<file path="src/sv/blg_pkg.sv">
// ----------------------------------------------------------------------------
// blg_pkg
// Shared types and constants of the Bresenham line generator.
// ----------------------------------------------------------------------------
package blg_pkg;

   // Coordinate width of every endpoint and pixel
   localparam int COORD_BITS  = 10;
   // Major delta and twice the minor delta need one bit more
   localparam int DELTA_BITS  = COORD_BITS + 1;
   // Signed error term: holds up to three times the major delta
   localparam int ERR_BITS    = DELTA_BITS + 2;
   localparam int COLOR_BITS  = 32;

   // Request queue between front and back
   localparam int QUEUE_DEPTH = 2;
   localparam int QPTR_BITS   = $clog2(QUEUE_DEPTH);
   localparam int QCNT_BITS   = $clog2(QUEUE_DEPTH + 1);

   typedef enum logic [0:0] {
      OP_LOAD = 1'b0,
      OP_STEP = 1'b1
   } op_type;

   typedef logic [COORD_BITS-1:0] coord_type;
   typedef logic [DELTA_BITS-1:0] delta_type;

   // One classified request as it travels from front to back
   typedef struct packed {
      op_type                  op;
      coord_type               major_pos;
      coord_type               major_end;
      coord_type               minor_pos;
      delta_type               major_delta;
      delta_type               minor_increment;
      logic                    minor_down;
      logic                    steep;
      logic [COLOR_BITS-1:0]   color;
   } entry_type;

endpackage

</file>
<file path="src/sv/blg_front.sv">
// ----------------------------------------------------------------------------
// blg_front
// Accept requests, classify them and prepare the walk set-up of a load.
// ----------------------------------------------------------------------------
module blg_front (
   input  logic                           req_valid,
   input  logic                           req_operation,
   input  logic [blg_pkg::COORD_BITS-1:0] req_start_x,
   input  logic [blg_pkg::COORD_BITS-1:0] req_start_y,
   input  logic [blg_pkg::COORD_BITS-1:0] req_end_x,
   input  logic [blg_pkg::COORD_BITS-1:0] req_end_y,
   input  logic [blg_pkg::COLOR_BITS-1:0] req_line_color,
   input  logic                           queue_full,
   output logic                           req_stall,
   output logic                           push,
   output blg_pkg::entry_type             push_entry
);

   blg_pkg::coord_type abs_dx;
   blg_pkg::coord_type abs_dy;
   blg_pkg::coord_type min_diff;
   blg_pkg::coord_type ma;
   blg_pkg::coord_type mb;
   blg_pkg::coord_type mi;
   blg_pkg::coord_type nb;
   blg_pkg::coord_type lo_major;
   blg_pkg::coord_type hi_major;
   blg_pkg::coord_type lo_minor;
   blg_pkg::coord_type hi_minor;
   logic               steep;
   logic               swap;

   assign req_stall = queue_full;
   assign push      = req_valid && !queue_full;

   always_comb begin
      abs_dx = (req_start_x >= req_end_x) ? req_start_x - req_end_x : req_end_x - req_start_x;
      abs_dy = (req_start_y >= req_end_y) ? req_start_y - req_end_y : req_end_y - req_start_y;
      // slope of exactly one keeps x as the major axis
      steep  = abs_dx < abs_dy;

      if (steep) begin
         ma = req_start_y;
         mi = req_start_x;
         mb = req_end_y;
         nb = req_end_x;
      end else begin
         ma = req_start_x;
         mi = req_start_y;
         mb = req_end_x;
         nb = req_end_y;
      end

      // order the endpoints so the walk runs upward along the major axis
      swap     = ma > mb;
      lo_major = swap ? mb : ma;
      hi_major = swap ? ma : mb;
      lo_minor = swap ? nb : mi;
      hi_minor = swap ? mi : nb;
      min_diff = (hi_minor >= lo_minor) ? hi_minor - lo_minor : lo_minor - hi_minor;

      push_entry.op              = blg_pkg::op_type'(req_operation);
      push_entry.major_pos       = lo_major;
      push_entry.major_end       = hi_major;
      push_entry.minor_pos       = lo_minor;
      push_entry.major_delta     = {1'b0, hi_major - lo_major};
      push_entry.minor_increment = {min_diff, 1'b0};
      push_entry.minor_down      = hi_minor < lo_minor;
      push_entry.steep           = steep;
      push_entry.color           = req_line_color;
   end

endmodule

</file>
<file path="src/sv/blg_queue.sv">
// ----------------------------------------------------------------------------
// blg_queue
// Short request queue that decouples the front from the pixel walker.
// ----------------------------------------------------------------------------
module blg_queue (
   input  logic               clock,
   input  logic               reset,
   input  logic               push,
   input  blg_pkg::entry_type push_entry,
   input  logic               pop,
   output logic               full,
   output logic               head_valid,
   output blg_pkg::entry_type head_entry
);

   blg_pkg::entry_type               slot_ff [blg_pkg::QUEUE_DEPTH];
   logic [blg_pkg::QPTR_BITS-1:0]    wr_ptr_ff, wr_ptr_in;
   logic [blg_pkg::QPTR_BITS-1:0]    rd_ptr_ff, rd_ptr_in;
   logic [blg_pkg::QCNT_BITS-1:0]    count_ff, count_in;

   assign full       = count_ff == blg_pkg::QCNT_BITS'(blg_pkg::QUEUE_DEPTH);
   assign head_valid = count_ff != '0;
   assign head_entry = slot_ff[rd_ptr_ff];

   always_comb begin
      wr_ptr_in = push ? wr_ptr_ff + 1'b1 : wr_ptr_ff;
      rd_ptr_in = pop  ? rd_ptr_ff + 1'b1 : rd_ptr_ff;
      unique case ({push, pop})
         2'b10:   count_in = count_ff + 1'b1;
         2'b01:   count_in = count_ff - 1'b1;
         default: count_in = count_ff;
      endcase
   end

   always_ff @(posedge clock) begin
      if (reset) begin
         wr_ptr_ff <= '0;
         rd_ptr_ff <= '0;
         count_ff  <= '0;
      end else begin
         wr_ptr_ff <= wr_ptr_in;
         rd_ptr_ff <= rd_ptr_in;
         count_ff  <= count_in;
      end
   end

   always_ff @(posedge clock) begin
      if (push) begin
         slot_ff[wr_ptr_ff] <= push_entry;
      end
   end

   a_no_overflow: assert property (@(posedge clock) disable iff (reset)
      full |-> !push)
      else $error("request pushed into a full queue");

   a_no_underflow: assert property (@(posedge clock) disable iff (reset)
      !head_valid |-> !pop)
      else $error("request popped from an empty queue");

   a_count_bound: assert property (@(posedge clock) disable iff (reset)
      count_ff <= blg_pkg::QCNT_BITS'(blg_pkg::QUEUE_DEPTH))
      else $error("queue count beyond its depth");

endmodule

</file>
<file path="src/sv/blg_back.sv">
// ----------------------------------------------------------------------------
// blg_back
// Pixel walker: apply loads, step the error term and register each pixel.
// ----------------------------------------------------------------------------
module blg_back (
   input  logic                           clock,
   input  logic                           reset,
   input  logic                           head_valid,
   input  blg_pkg::entry_type             head_entry,
   output logic                           pop,
   output logic                           rsp_valid,
   input  logic                           rsp_stall,
   output logic [blg_pkg::COORD_BITS-1:0] rsp_pixel_x,
   output logic [blg_pkg::COORD_BITS-1:0] rsp_pixel_y,
   output logic [blg_pkg::COLOR_BITS-1:0] rsp_pixel_color,
   output logic                           rsp_last_pixel
);

   blg_pkg::coord_type                 major_pos_ff, major_pos_in;
   blg_pkg::coord_type                 major_end_ff, major_end_in;
   blg_pkg::coord_type                 minor_pos_ff, minor_pos_in;
   logic signed [blg_pkg::ERR_BITS-1:0] error_acc_ff, error_acc_in;
   blg_pkg::delta_type                 major_delta_ff, major_delta_in;
   blg_pkg::delta_type                 minor_inc_ff, minor_inc_in;
   logic                               minor_down_ff, minor_down_in;
   logic                               steep_ff, steep_in;
   logic                               busy_ff, busy_in;
   logic [blg_pkg::COLOR_BITS-1:0]     color_ff, color_in;

   logic                               rsp_valid_ff, rsp_valid_in;
   blg_pkg::coord_type                 rsp_x_ff, rsp_y_ff;
   logic [blg_pkg::COLOR_BITS-1:0]     rsp_color_ff;
   logic                               rsp_last_ff;

   logic                               head_is_load;
   logic                               out_free;
   logic                               emit;
   logic                               last;
   logic signed [blg_pkg::ERR_BITS-1:0] err_sum;
   logic signed [blg_pkg::ERR_BITS-1:0] delta_ext;
   logic signed [blg_pkg::ERR_BITS-1:0] twice_delta;

   assign head_is_load = head_entry.op == blg_pkg::OP_LOAD;
   assign out_free     = !rsp_valid_ff || !rsp_stall;
   // a step while idle is dropped without taking the output
   assign pop          = head_valid && (head_is_load || !busy_ff || out_free);
   assign emit         = head_valid && !head_is_load && busy_ff && out_free;
   assign last         = major_pos_ff == major_end_ff;

   assign err_sum     = error_acc_ff + $signed({2'b00, minor_inc_ff});
   assign delta_ext   = $signed({2'b00, major_delta_ff});
   assign twice_delta = $signed({1'b0, major_delta_ff, 1'b0});

   always_comb begin
      major_pos_in   = major_pos_ff;
      major_end_in   = major_end_ff;
      minor_pos_in   = minor_pos_ff;
      error_acc_in   = error_acc_ff;
      major_delta_in = major_delta_ff;
      minor_inc_in   = minor_inc_ff;
      minor_down_in  = minor_down_ff;
      steep_in       = steep_ff;
      busy_in        = busy_ff;
      color_in       = color_ff;
      priority if (head_valid && head_is_load) begin
         major_pos_in   = head_entry.major_pos;
         major_end_in   = head_entry.major_end;
         minor_pos_in   = head_entry.minor_pos;
         error_acc_in   = '0;
         major_delta_in = head_entry.major_delta;
         minor_inc_in   = head_entry.minor_increment;
         minor_down_in  = head_entry.minor_down;
         steep_in       = head_entry.steep;
         busy_in        = 1'b1;
         color_in       = head_entry.color;
      end else if (emit && last) begin
         busy_in = 1'b0;
      end else if (emit) begin
         major_pos_in = major_pos_ff + 1'b1;
         if (err_sum > delta_ext) begin
            minor_pos_in = minor_down_ff ? minor_pos_ff - 1'b1 : minor_pos_ff + 1'b1;
            error_acc_in = err_sum - twice_delta;
         end else begin
            error_acc_in = err_sum;
         end
      end else begin
         // hold the walk state
      end
   end

   assign rsp_valid_in = emit || (rsp_valid_ff && rsp_stall);

   always_ff @(posedge clock) begin
      if (reset) begin
         busy_ff      <= 1'b0;
         rsp_valid_ff <= 1'b0;
      end else begin
         busy_ff      <= busy_in;
         rsp_valid_ff <= rsp_valid_in;
      end
   end

   always_ff @(posedge clock) begin
      major_pos_ff   <= major_pos_in;
      major_end_ff   <= major_end_in;
      minor_pos_ff   <= minor_pos_in;
      error_acc_ff   <= error_acc_in;
      major_delta_ff <= major_delta_in;
      minor_inc_ff   <= minor_inc_in;
      minor_down_ff  <= minor_down_in;
      steep_ff       <= steep_in;
      color_ff       <= color_in;
      if (emit) begin
         rsp_x_ff     <= steep_ff ? minor_pos_ff : major_pos_ff;
         rsp_y_ff     <= steep_ff ? major_pos_ff : minor_pos_ff;
         rsp_color_ff <= color_ff;
         rsp_last_ff  <= last;
      end
   end

   assign rsp_valid       = rsp_valid_ff;
   assign rsp_pixel_x     = rsp_x_ff;
   assign rsp_pixel_y     = rsp_y_ff;
   assign rsp_pixel_color = rsp_color_ff;
   assign rsp_last_pixel  = rsp_last_ff;

   a_walk_in_range: assert property (@(posedge clock) disable iff (reset)
      busy_ff |-> major_pos_ff <= major_end_ff)
      else $error("major position ran past the line end");

   a_error_bound: assert property (@(posedge clock) disable iff (reset)
      busy_ff |-> error_acc_ff <= delta_ext)
      else $error("error term above the major delta");

   a_idle_after_last: assert property (@(posedge clock) disable iff (reset)
      (emit && last) |=> !busy_ff)
      else $error("walker still busy after the final pixel");

   a_emit_needs_pop: assert property (@(posedge clock) disable iff (reset)
      emit |-> pop)
      else $error("pixel emitted without consuming its request");

endmodule

</file>
<file path="src/sv/bresenham_line_generator_top.sv">
// ----------------------------------------------------------------------------
// bresenham_line_generator_top
// Integer Bresenham line walker: load a segment, then step out one pixel
// per step request, swapped back to (x, y) for steep lines.
// ----------------------------------------------------------------------------
//
//  Channel  Direction  Handshake            Payload
//  req_     in         req_valid/req_stall  operation, endpoints, line colour
//  rsp_     out        rsp_valid/rsp_stall  pixel x/y, colour, last flag
//
//  One request per cycle sustained while req_stall is low; a pixel reaches rsp_ after
//  its step request is taken, passing through the queue and then the output register.
//  Reset is synchronous and active high; it empties the queue and idles the walker.
//  req_stall rises only when the two-entry request queue is full.
//  rsp_stall holds the output register; loads and idle steps still drain.
//
module bresenham_line_generator_top (
   input  logic                           clock,
   input  logic                           reset,

   input  logic                           req_valid,
   output logic                           req_stall,
   input  logic                           req_operation,
   input  logic [blg_pkg::COORD_BITS-1:0] req_start_x,
   input  logic [blg_pkg::COORD_BITS-1:0] req_start_y,
   input  logic [blg_pkg::COORD_BITS-1:0] req_end_x,
   input  logic [blg_pkg::COORD_BITS-1:0] req_end_y,
   input  logic [blg_pkg::COLOR_BITS-1:0] req_line_color,

   output logic                           rsp_valid,
   input  logic                           rsp_stall,
   output logic [blg_pkg::COORD_BITS-1:0] rsp_pixel_x,
   output logic [blg_pkg::COORD_BITS-1:0] rsp_pixel_y,
   output logic [blg_pkg::COLOR_BITS-1:0] rsp_pixel_color,
   output logic                           rsp_last_pixel
);

   // front to queue
   logic               push;
   logic               queue_full;
   blg_pkg::entry_type push_entry;

   // queue to back
   logic               pop;
   logic               head_valid;
   blg_pkg::entry_type head_entry;

   // Front: classify each request; on a load, pick the major axis and
   // order the endpoints so the walk always counts upward.
   blg_front u_front (
      .req_valid      (req_valid),
      .req_operation  (req_operation),
      .req_start_x    (req_start_x),
      .req_start_y    (req_start_y),
      .req_end_x      (req_end_x),
      .req_end_y      (req_end_y),
      .req_line_color (req_line_color),
      .queue_full     (queue_full),
      .req_stall      (req_stall),
      .push           (push),
      .push_entry     (push_entry)
   );

   // Queue: hold prepared requests while the output side stalls.
   blg_queue u_queue (
      .clock      (clock),
      .reset      (reset),
      .push       (push),
      .push_entry (push_entry),
      .pop        (pop),
      .full       (queue_full),
      .head_valid (head_valid),
      .head_entry (head_entry)
   );

   // Back: restart the walk on a load, drop a step while idle, and
   // otherwise register one pixel and, before the last one, advance the error term.
   blg_back u_back (
      .clock           (clock),
      .reset           (reset),
      .head_valid      (head_valid),
      .head_entry      (head_entry),
      .pop             (pop),
      .rsp_valid       (rsp_valid),
      .rsp_stall       (rsp_stall),
      .rsp_pixel_x     (rsp_pixel_x),
      .rsp_pixel_y     (rsp_pixel_y),
      .rsp_pixel_color (rsp_pixel_color),
      .rsp_last_pixel  (rsp_last_pixel)
   );

endmodule
</file>
<file path="config.mk">
export PLATFORM = sky130hd
export DESIGN_NAME = bresenham_line_generator_top
export DESIGN_NICKNAME = d
export VERILOG_FILES = /design/src/sv/blg_pkg.sv /design/src/sv/blg_front.sv /design/src/sv/blg_queue.sv /design/src/sv/blg_back.sv /design/src/sv/bresenham_line_generator_top.sv
export SDC_FILE = /design/constraint.sdc
export NUM_CORES = 1
export LEC_CHECK = 0
export BUFFER_PORTS_ARGS = -buffer_cell sky130_fd_sc_hd__buf_2
export CORE_MARGIN = 1
export CORE_UTILIZATION = 31
export CTS_CLUSTER_DIAMETER = 80
export DETAILED_ROUTE_END_ITERATION = 10
export GPL_TIMING_DRIVEN = 0
export PLACE_DENSITY = 0.56
export SLEW_MARGIN = 20
export SYNTH_ARGS = -nofsm -noshare
export SYNTH_HDL_FRONTEND = slang
export SYNTH_HIERARCHICAL = 1
export SYNTH_SLANG_ARGS = --single-unit
</file>
<file path="constraint.sdc">
create_clock -name clock -period 20.9 [get_ports clock]
set_clock_uncertainty 0.15 [all_clocks]
set_input_delay 4.18 -clock clock [delete_from_list [all_inputs] [get_ports clock]]
set_output_delay 4.18 -clock clock [all_outputs]
set_load 0.05 [all_outputs]
</file>
==> results of run 1 <==
cell usage after synthesis (20+ instances only):
master / number / area, sq um
nand2_1: 86 / 323
inv_1: 101 / 379
o21ai_0: 57 / 285
a21oi_1: 106 / 531
clkbuf_1: 28 / 105
dfxtp_1: 20 / 400
a21o_1: 39 / 293
nor2_1: 92 / 345
mux2i_1: 61 / 611
edfxtp_1: 313 / 9400
xor2_1: 31 / 272
buf_4: 39 / 293
ha_1: 118 / 1480
xnor2_1: 50 / 438
mux2_2: 120 / 1350
layer usage:
layer | up-vias | wire (um) | global-route usage [%]
li1 | 5732 | - | -
met1 | 5820 | 20600 | 20.0
met2 | 250 | 21700 | 25.0
met3 | 62 | 1740 | 2.02
met4 | 4 | 960 | 3.71
met5 | - | 16 | 0
cells by family (layout without fill, tap and decap cells):
logic type,after synthesis,after routing,share of synthesized area [%]
AOI/OAI and AO/OA,301,301,10.7
xor gates and xnor gates,82,82,3.94
adders and majority gates,128,128,9.05
buffers and inverters,193,360,5.00
DFF,333,333,53.2
muxes,188,188,11.2
other,1,4,0.0204
and+or+nand+nor,270,270,6.84
critical path, delay by kind of cell:
| family | cells | cell delay, ns |
|---|---|---|
| adder cells (fa/ha/maj) | 5 | 1.62 |
| multiplexers | 4 | 1.73 |
| AO/OA/AOI/OAI | 19 | 4.75 |
| buffers and inverters | 13 | 3.94 |
| AND/OR/NAND/NOR | 9 | 1.37 |
| XOR/XNOR | 1 | 0.21 |
stage by stage:
stage          hold WS, ns  std cells  utilization, %  instance area, sq um
2_1_floorplan        0.250       1497               -                 18400
6_report             0.265       2431            36.3                 21100
4_1_cts              0.268       2429            36.3                 21100
3_3_place_gp         0.251       2360            34.2                 19900
5_1_grt              0.272       2429            36.3                 21100
3_5_place_dp         0.255       2367            34.5                 20100
final timing paths:
path / to / startpoint / cells past startpoint
min: u_back/rsp_pixel_color[1] / u_back/color_ff[1] / 0
max: u_queue/slot_ff[0][43] / req_start_y[0] / 51
max reg2reg: u_back/minor_pos_ff[9] / u_back/minor_inc_ff[0] / 17
min reg2reg: u_back/rsp_pixel_color[1] / u_back/color_ff[1] / 0
state kept, by name (all words and copies together), names as in the netlist, 2 cells and up, named ones only:
register and flops:
u_back/color_ff 32, u_back/rsp_pixel_color 32, u_back/minor_pos_ff 10, u_queue/count_ff 2, u_back/major_delta_ff 11, u_back/minor_inc_ff 11
u_back/major_pos_ff 10, u_back/error_acc_ff 13, u_back/rsp_pixel_x 10, u_queue/slot_ff 174, u_back/major_end_ff 10, u_back/rsp_pixel_y 10
final cells by class:
| class | count | area (sq um) | area share, % |
|---|---|---|---|
| Antenna cell | 2 | 5.00 | 0.0237 |
| Buffer | 88 | 529 | 2.51 |
| Clock buffer | 48 | 956 | 4.53 |
| Clock inverter | 14 | 86.3 | 0.409 |
| Inverter | 105 | 394 | 1.87 |
| Multi-Input combinational cell | 971 | 7720 | 36.6 |
| Sequential cell | 333 | 9800 | 46.4 |
| Tap cell | 765 | 957 | 4.54 |
| Timing Repair Buffer | 105 | 653 | 3.09 |
==> impl_metrics.py, run 1 <==
metrics = {
    "outcome": {
        "status": "completed",
    },
    "sta": {
        "setup_viol": 0,
        "setup_slack_ns": 3.16,
        "worst_pin_slew_ns": 0.880,
        "finalWorstPathRequiredPeriod_ns": 17.74,
        "timing.slew.headroom_pct": 39.6,
        "hold_viol": 0,
        "finalSetupTns_ns": 0,
        "rsz0062_at_grt": "no",
        "max_freq_mhz": 56.4,
        "final-max-slew-violation-count": 0,
        "min_period_over_period_pct": 84.9,
    },
    "route": {
        "drt_iter0_drc": 807,
        "wl_per_cell_um": 18.5,
        "firstDrtPassIters": 5,
        "vias_per_cell": 4.88,
        "antenna_left": 0,
        "drcViolationCount": 0,
        "routed_wl_mm": 45.0,
        "via_count": 11868,
    },
    "placement": {
        "place_ws_ns": 2.84,
        "dp_hpwl_mm": 34.2,
        "port_buffers": 98,
        "place_congestion": 0.900,
    },
    "die": {
        "start_util_pct": 31.7,
        "rows": 88,
        "fp.dieH_um": 246,
        "coreArea_sq_mm": 0.0581,
        "dieWidth_um": 246,
        "pin_count": 132,
        "dieArea_sq_mm": 0.0604,
    },
    "critical_path": {
        "cp.required_ns": 21.00,
        "arrival_ns": 17.84,
        "start_kind": "primary input",
        "end_kind": "flip-flop",
        "slowest_delay_ns": 0.73,
        "r2r_slack_ns": 16.33,
        "crit_path_max_fanout": 10,
        "cp_common_cell": "clkbuf_1",
        "worst-setup-path-type": "in -> reg",
        "critPathSlowestCell": "mux2i_1",
    },
    "grt": {
        "grt_max_degree": 50,
        "grt_pass1_wl_mm": 69.1,
        "grt_usage_pct": 14.8,
        "antenna_found_initial": 2,
        "grt_remaining_overflow": 0,
        "grt_pass1_vias": 11986,
    },
    "finish": {
        "syn_to_final_growth_pct": 14.6,
        "mostFrequentLayoutCell": "edfxtp_1",
        "drive_gt1_share_pct": 21.5,
        "final_cell_mix": "edfxtp_1 (313), mux2_2 (120), ha_1 (118), buf_2 (107), a21oi_1 (105)",
        "num-fill-cells": 5667,
        "nets": 1843,
    },
    "min_path": {
        "min_path_type": "reg -> reg",
    },
    "cts": {
        "clock_latency_ns": 0.52,
        "holdBufCountCts": 0,
        "postCtsSetupBuffers": 0,
        "cts_buffers": 35,
        "cts_tree": "done",
        "clock-sinks": 333,
        "path_clk_slew_ns": 0.06,
        "cts-resized-gates": 0,
        "htreeDepth": 2,
        "root_buffer": "clkbuf_16",
        "clk_path_buf_depth": 3,
    },
    "job": {
        "drv_cap": 0,
    },
    "synthesis": {
        "ys_warn_count": 6,
        "synthCells": 1496,
        "yosysUniqueCellTypes": 89,
        "synth_seq_cells": 333,
        "synth_edf_count": 313,
        "async_flop_share_pct": 0,
        "synth.avg_cell_area_sq_um": 12.3,
        "synthesis.area_sq_mm": 0.0184,
        "synth_ff_type": "edfxtp_1",
        "ys_seq_area_share_pct": 53.2,
    },
}
Power of run 1 is left out: the tool's default activity adds up to more than one toggle a clock period on the data nets, which glitch-free logic cannot reach.
==> run 2, diff against run 1 <==
--- a/config.mk
+++ b/config.mk
@@ -11,7 +11,7 @@
 export CTS_CLUSTER_DIAMETER = 80
 export DETAILED_ROUTE_END_ITERATION = 10
 export GPL_TIMING_DRIVEN = 0
-export PLACE_DENSITY = 0.56
+export PLACE_DENSITY = 0.57
 export SLEW_MARGIN = 20
 export SYNTH_ARGS = -nofsm -noshare
 export SYNTH_HDL_FRONTEND = slang
==> constraint.sdc (replaced) <==
create_clock -name clock -period 15.6 [get_ports clock]
set_clock_uncertainty 0.15 [all_clocks]
set_input_delay 3.12 -clock clock [delete_from_list [all_inputs] [get_ports clock]]
set_output_delay 3.12 -clock clock [all_outputs]
set_load 0.05 [all_outputs]
==> run 2 against run 1 <==
  * Final cell count did not move
  * Setup slack lost 2.1 ns
  * Non-clock buffer count fell by 3
  * Register-to-register slack got worse by 5.4 ns
  * Clock-buffer cell count is 2 higher
  * Via count increased by 0.99%
  * First-iteration DRC count is 7.4% lower
  * Critical endpoint is now u_queue/slot_ff[1][44]
  * Highest routed layer is now met4
==> impl_metrics.py, run 2 (same netlist as run 1, synthesis figures left out) <==
metrics = {
    "sta": {
        "rsz0062_at_grt": "no",
        "timing.slew.headroom_pct": 33.3,
        "final-max-slew-violation-count": 0,
        "worst_pin_slew_ns": 0.996,
        "min_period_over_period_pct": 93.3,
        "setup_viol": 0,
        "finalSetupTns_ns": 0,
        "finalWorstPathRequiredPeriod_ns": 14.56,
        "hold_viol": 0,
        "max_freq_mhz": 68.7,
    },
    "finish": {
        "largest_register_ffs": 174,
        "drive_gt1_share_pct": 22.6,
        "nets": 1842,
        "syn_to_final_growth_pct": 15.5,
        "diodes": 0,
        "final_util_pct": 36.6,
        "mostFrequentLayoutCell": "edfxtp_1",
        "final_cell_mix": "edfxtp_1 (313), mux2_2 (120), ha_1 (118), buf_2 (107), a21oi_1 (105)",
        "num-fill-cells": 5658,
        "final_cell_count_no_fill": 2431,
        "max_flop_register": "u_queue/slot_ff",
    },
    "min_path": {
        "holdPathStages": 0,
        "min_path_type": "reg -> reg",
    },
    "die": {
        "rows": 88,
        "dieArea_sq_mm": 0.0604,
        "start_util_pct": 31.7,
        "dieWidth_um": 246,
        "fp.dieH_um": 246,
        "coreArea_sq_mm": 0.0581,
        "pin_count": 132,
    },
    "route": {
        "wl_per_cell_um": 18.6,
        "routed_wl_mm": 45.2,
        "antenna_left": 0,
        "drcViolationCount": 0,
        "firstDrtPassIters": 7,
        "vias_per_cell": 4.93,
        "drt_iter0_drc": 747,
        "via_count": 11986,
    },
    "cts": {
        "path_clk_slew_ns": 0.06,
        "htreeDepth": 2,
        "postCtsSetupBuffers": 0,
        "cts_buffers": 37,
        "cts_tree": "done",
        "clk_path_buf_depth": 3,
        "clock_latency_ns": 0.52,
        "root_buffer": "clkbuf_16",
        "clock-sinks": 333,
    },
    "critical_path": {
        "arrival_ns": 14.74,
        "cp.required_ns": 15.78,
        "reg2reg_depth": 17,
        "path_depth": 50,
        "crit_path_max_fanout": 28,
        "end_kind": "flip-flop",
        "worst-setup-path-type": "in -> reg",
        "slowest_delay_ns": 0.47,
        "path_buf_inv": 9,
        "cp_common_cell": "a21oi_1",
        "crit_family": "compound AO/OA/AOI/OAI gates",
        "critPathSlowestCell": "mux2_2",
        "start_kind": "primary input",
    },
    "grt": {
        "grt_usage_pct": 14.8,
        "grt_pass1_wl_mm": 69.5,
        "antenna_found_initial": 0,
        "grt_remaining_overflow": 0,
        "grt_pass1_vias": 12153,
        "grt_max_degree": 51,
    },
    "placement": {
        "dp_hpwl_mm": 34.2,
        "place_congestion": 0.872,
        "dp_cells": 2368,
        "port_buffers": 98,
    },
    "job": {
        "drv_cap": 0,
    },
    "outcome": {
        "status": "completed",
    },
}
run 2: cell types whose count changed in the layout (fill, tap and decap cells not counted), sizes merged:
cell      before  now
bufinv         0    3
clkinv        13   11
buf          165  163
diode          2    0
clkinvlp       0    1
clkbuf        76   77
inv          106  107
run 2: cell type report:
class / count / area (sq um) / share of cell area [%]
inverter: 105 / 394 / 1.85
sequential: 333 / 9800 / 46.1
clock buffer: 50 / 985 / 4.63
clock inverter: 17 / 176 / 0.829
tap: 765 / 957 / 4.50
buffer: 84 / 526 / 2.47
multi-input combinational: 971 / 7750 / 36.5
timing repair buffer: 106 / 681 / 3.20
run 2: worst register-to-register path: cells and delay by family (launching register included):
family / cells / cell delay, ns
fa+ha+maj: 3 / 0.99
flops: 1 / 0.38
buf+inv: 1 / 0.22
simple gates: 5 / 0.67
xor+xnor: 1 / 0.24
compound gates: 7 / 1.63
run 2: path summary, 6_finish.rpt:
path / slack [ns] / from / end
worst max register to register: 10.96 / u_back/minor_inc_ff[0] / u_back/minor_pos_ff[8]
worst max-delay path: 1.04 / req_start_x[0] / u_queue/slot_ff[1][44]
worst min register to register: 0.27 / u_back/color_ff[3] / u_back/rsp_pixel_color[3]
worst min-delay path: 0.27 / u_back/color_ff[3] / u_back/rsp_pixel_color[3]
run 2: what timing repair did:
action / CTS / global route
hold buffers: 0 / 0
resized for setup: 10 / 8
endpoints found under the setup margin: 18 / 10
run 2: metal layers:
metal / GRT usage (%) / wire (um) / vias up
met3: 1.81 / 1840 / 59
met1: 19.8 / 20700 / 5873
li1: - / - / 5740
met2: 25.3 / 21800 / 314
met4: 3.64 / 844 / 0
met5: 0 / 0 / -
run 2: per-stage QoR:
step / setup WS [ns] / hold slack [ns] / instance area [sq um]
5_1_grt: 0.239 / 0.272 / 21300
3_5_place_dp: -1.48 / 0.255 / 20100
3_3_place_gp: -1.26 / 0.251 / 19900
6_report: 1.04 / 0.267 / 21300
2_1_floorplan: 1.95 / 0.250 / 18400
4_1_cts: 0.339 / 0.266 / 21300
Power of run 2 is left out for the same reason.
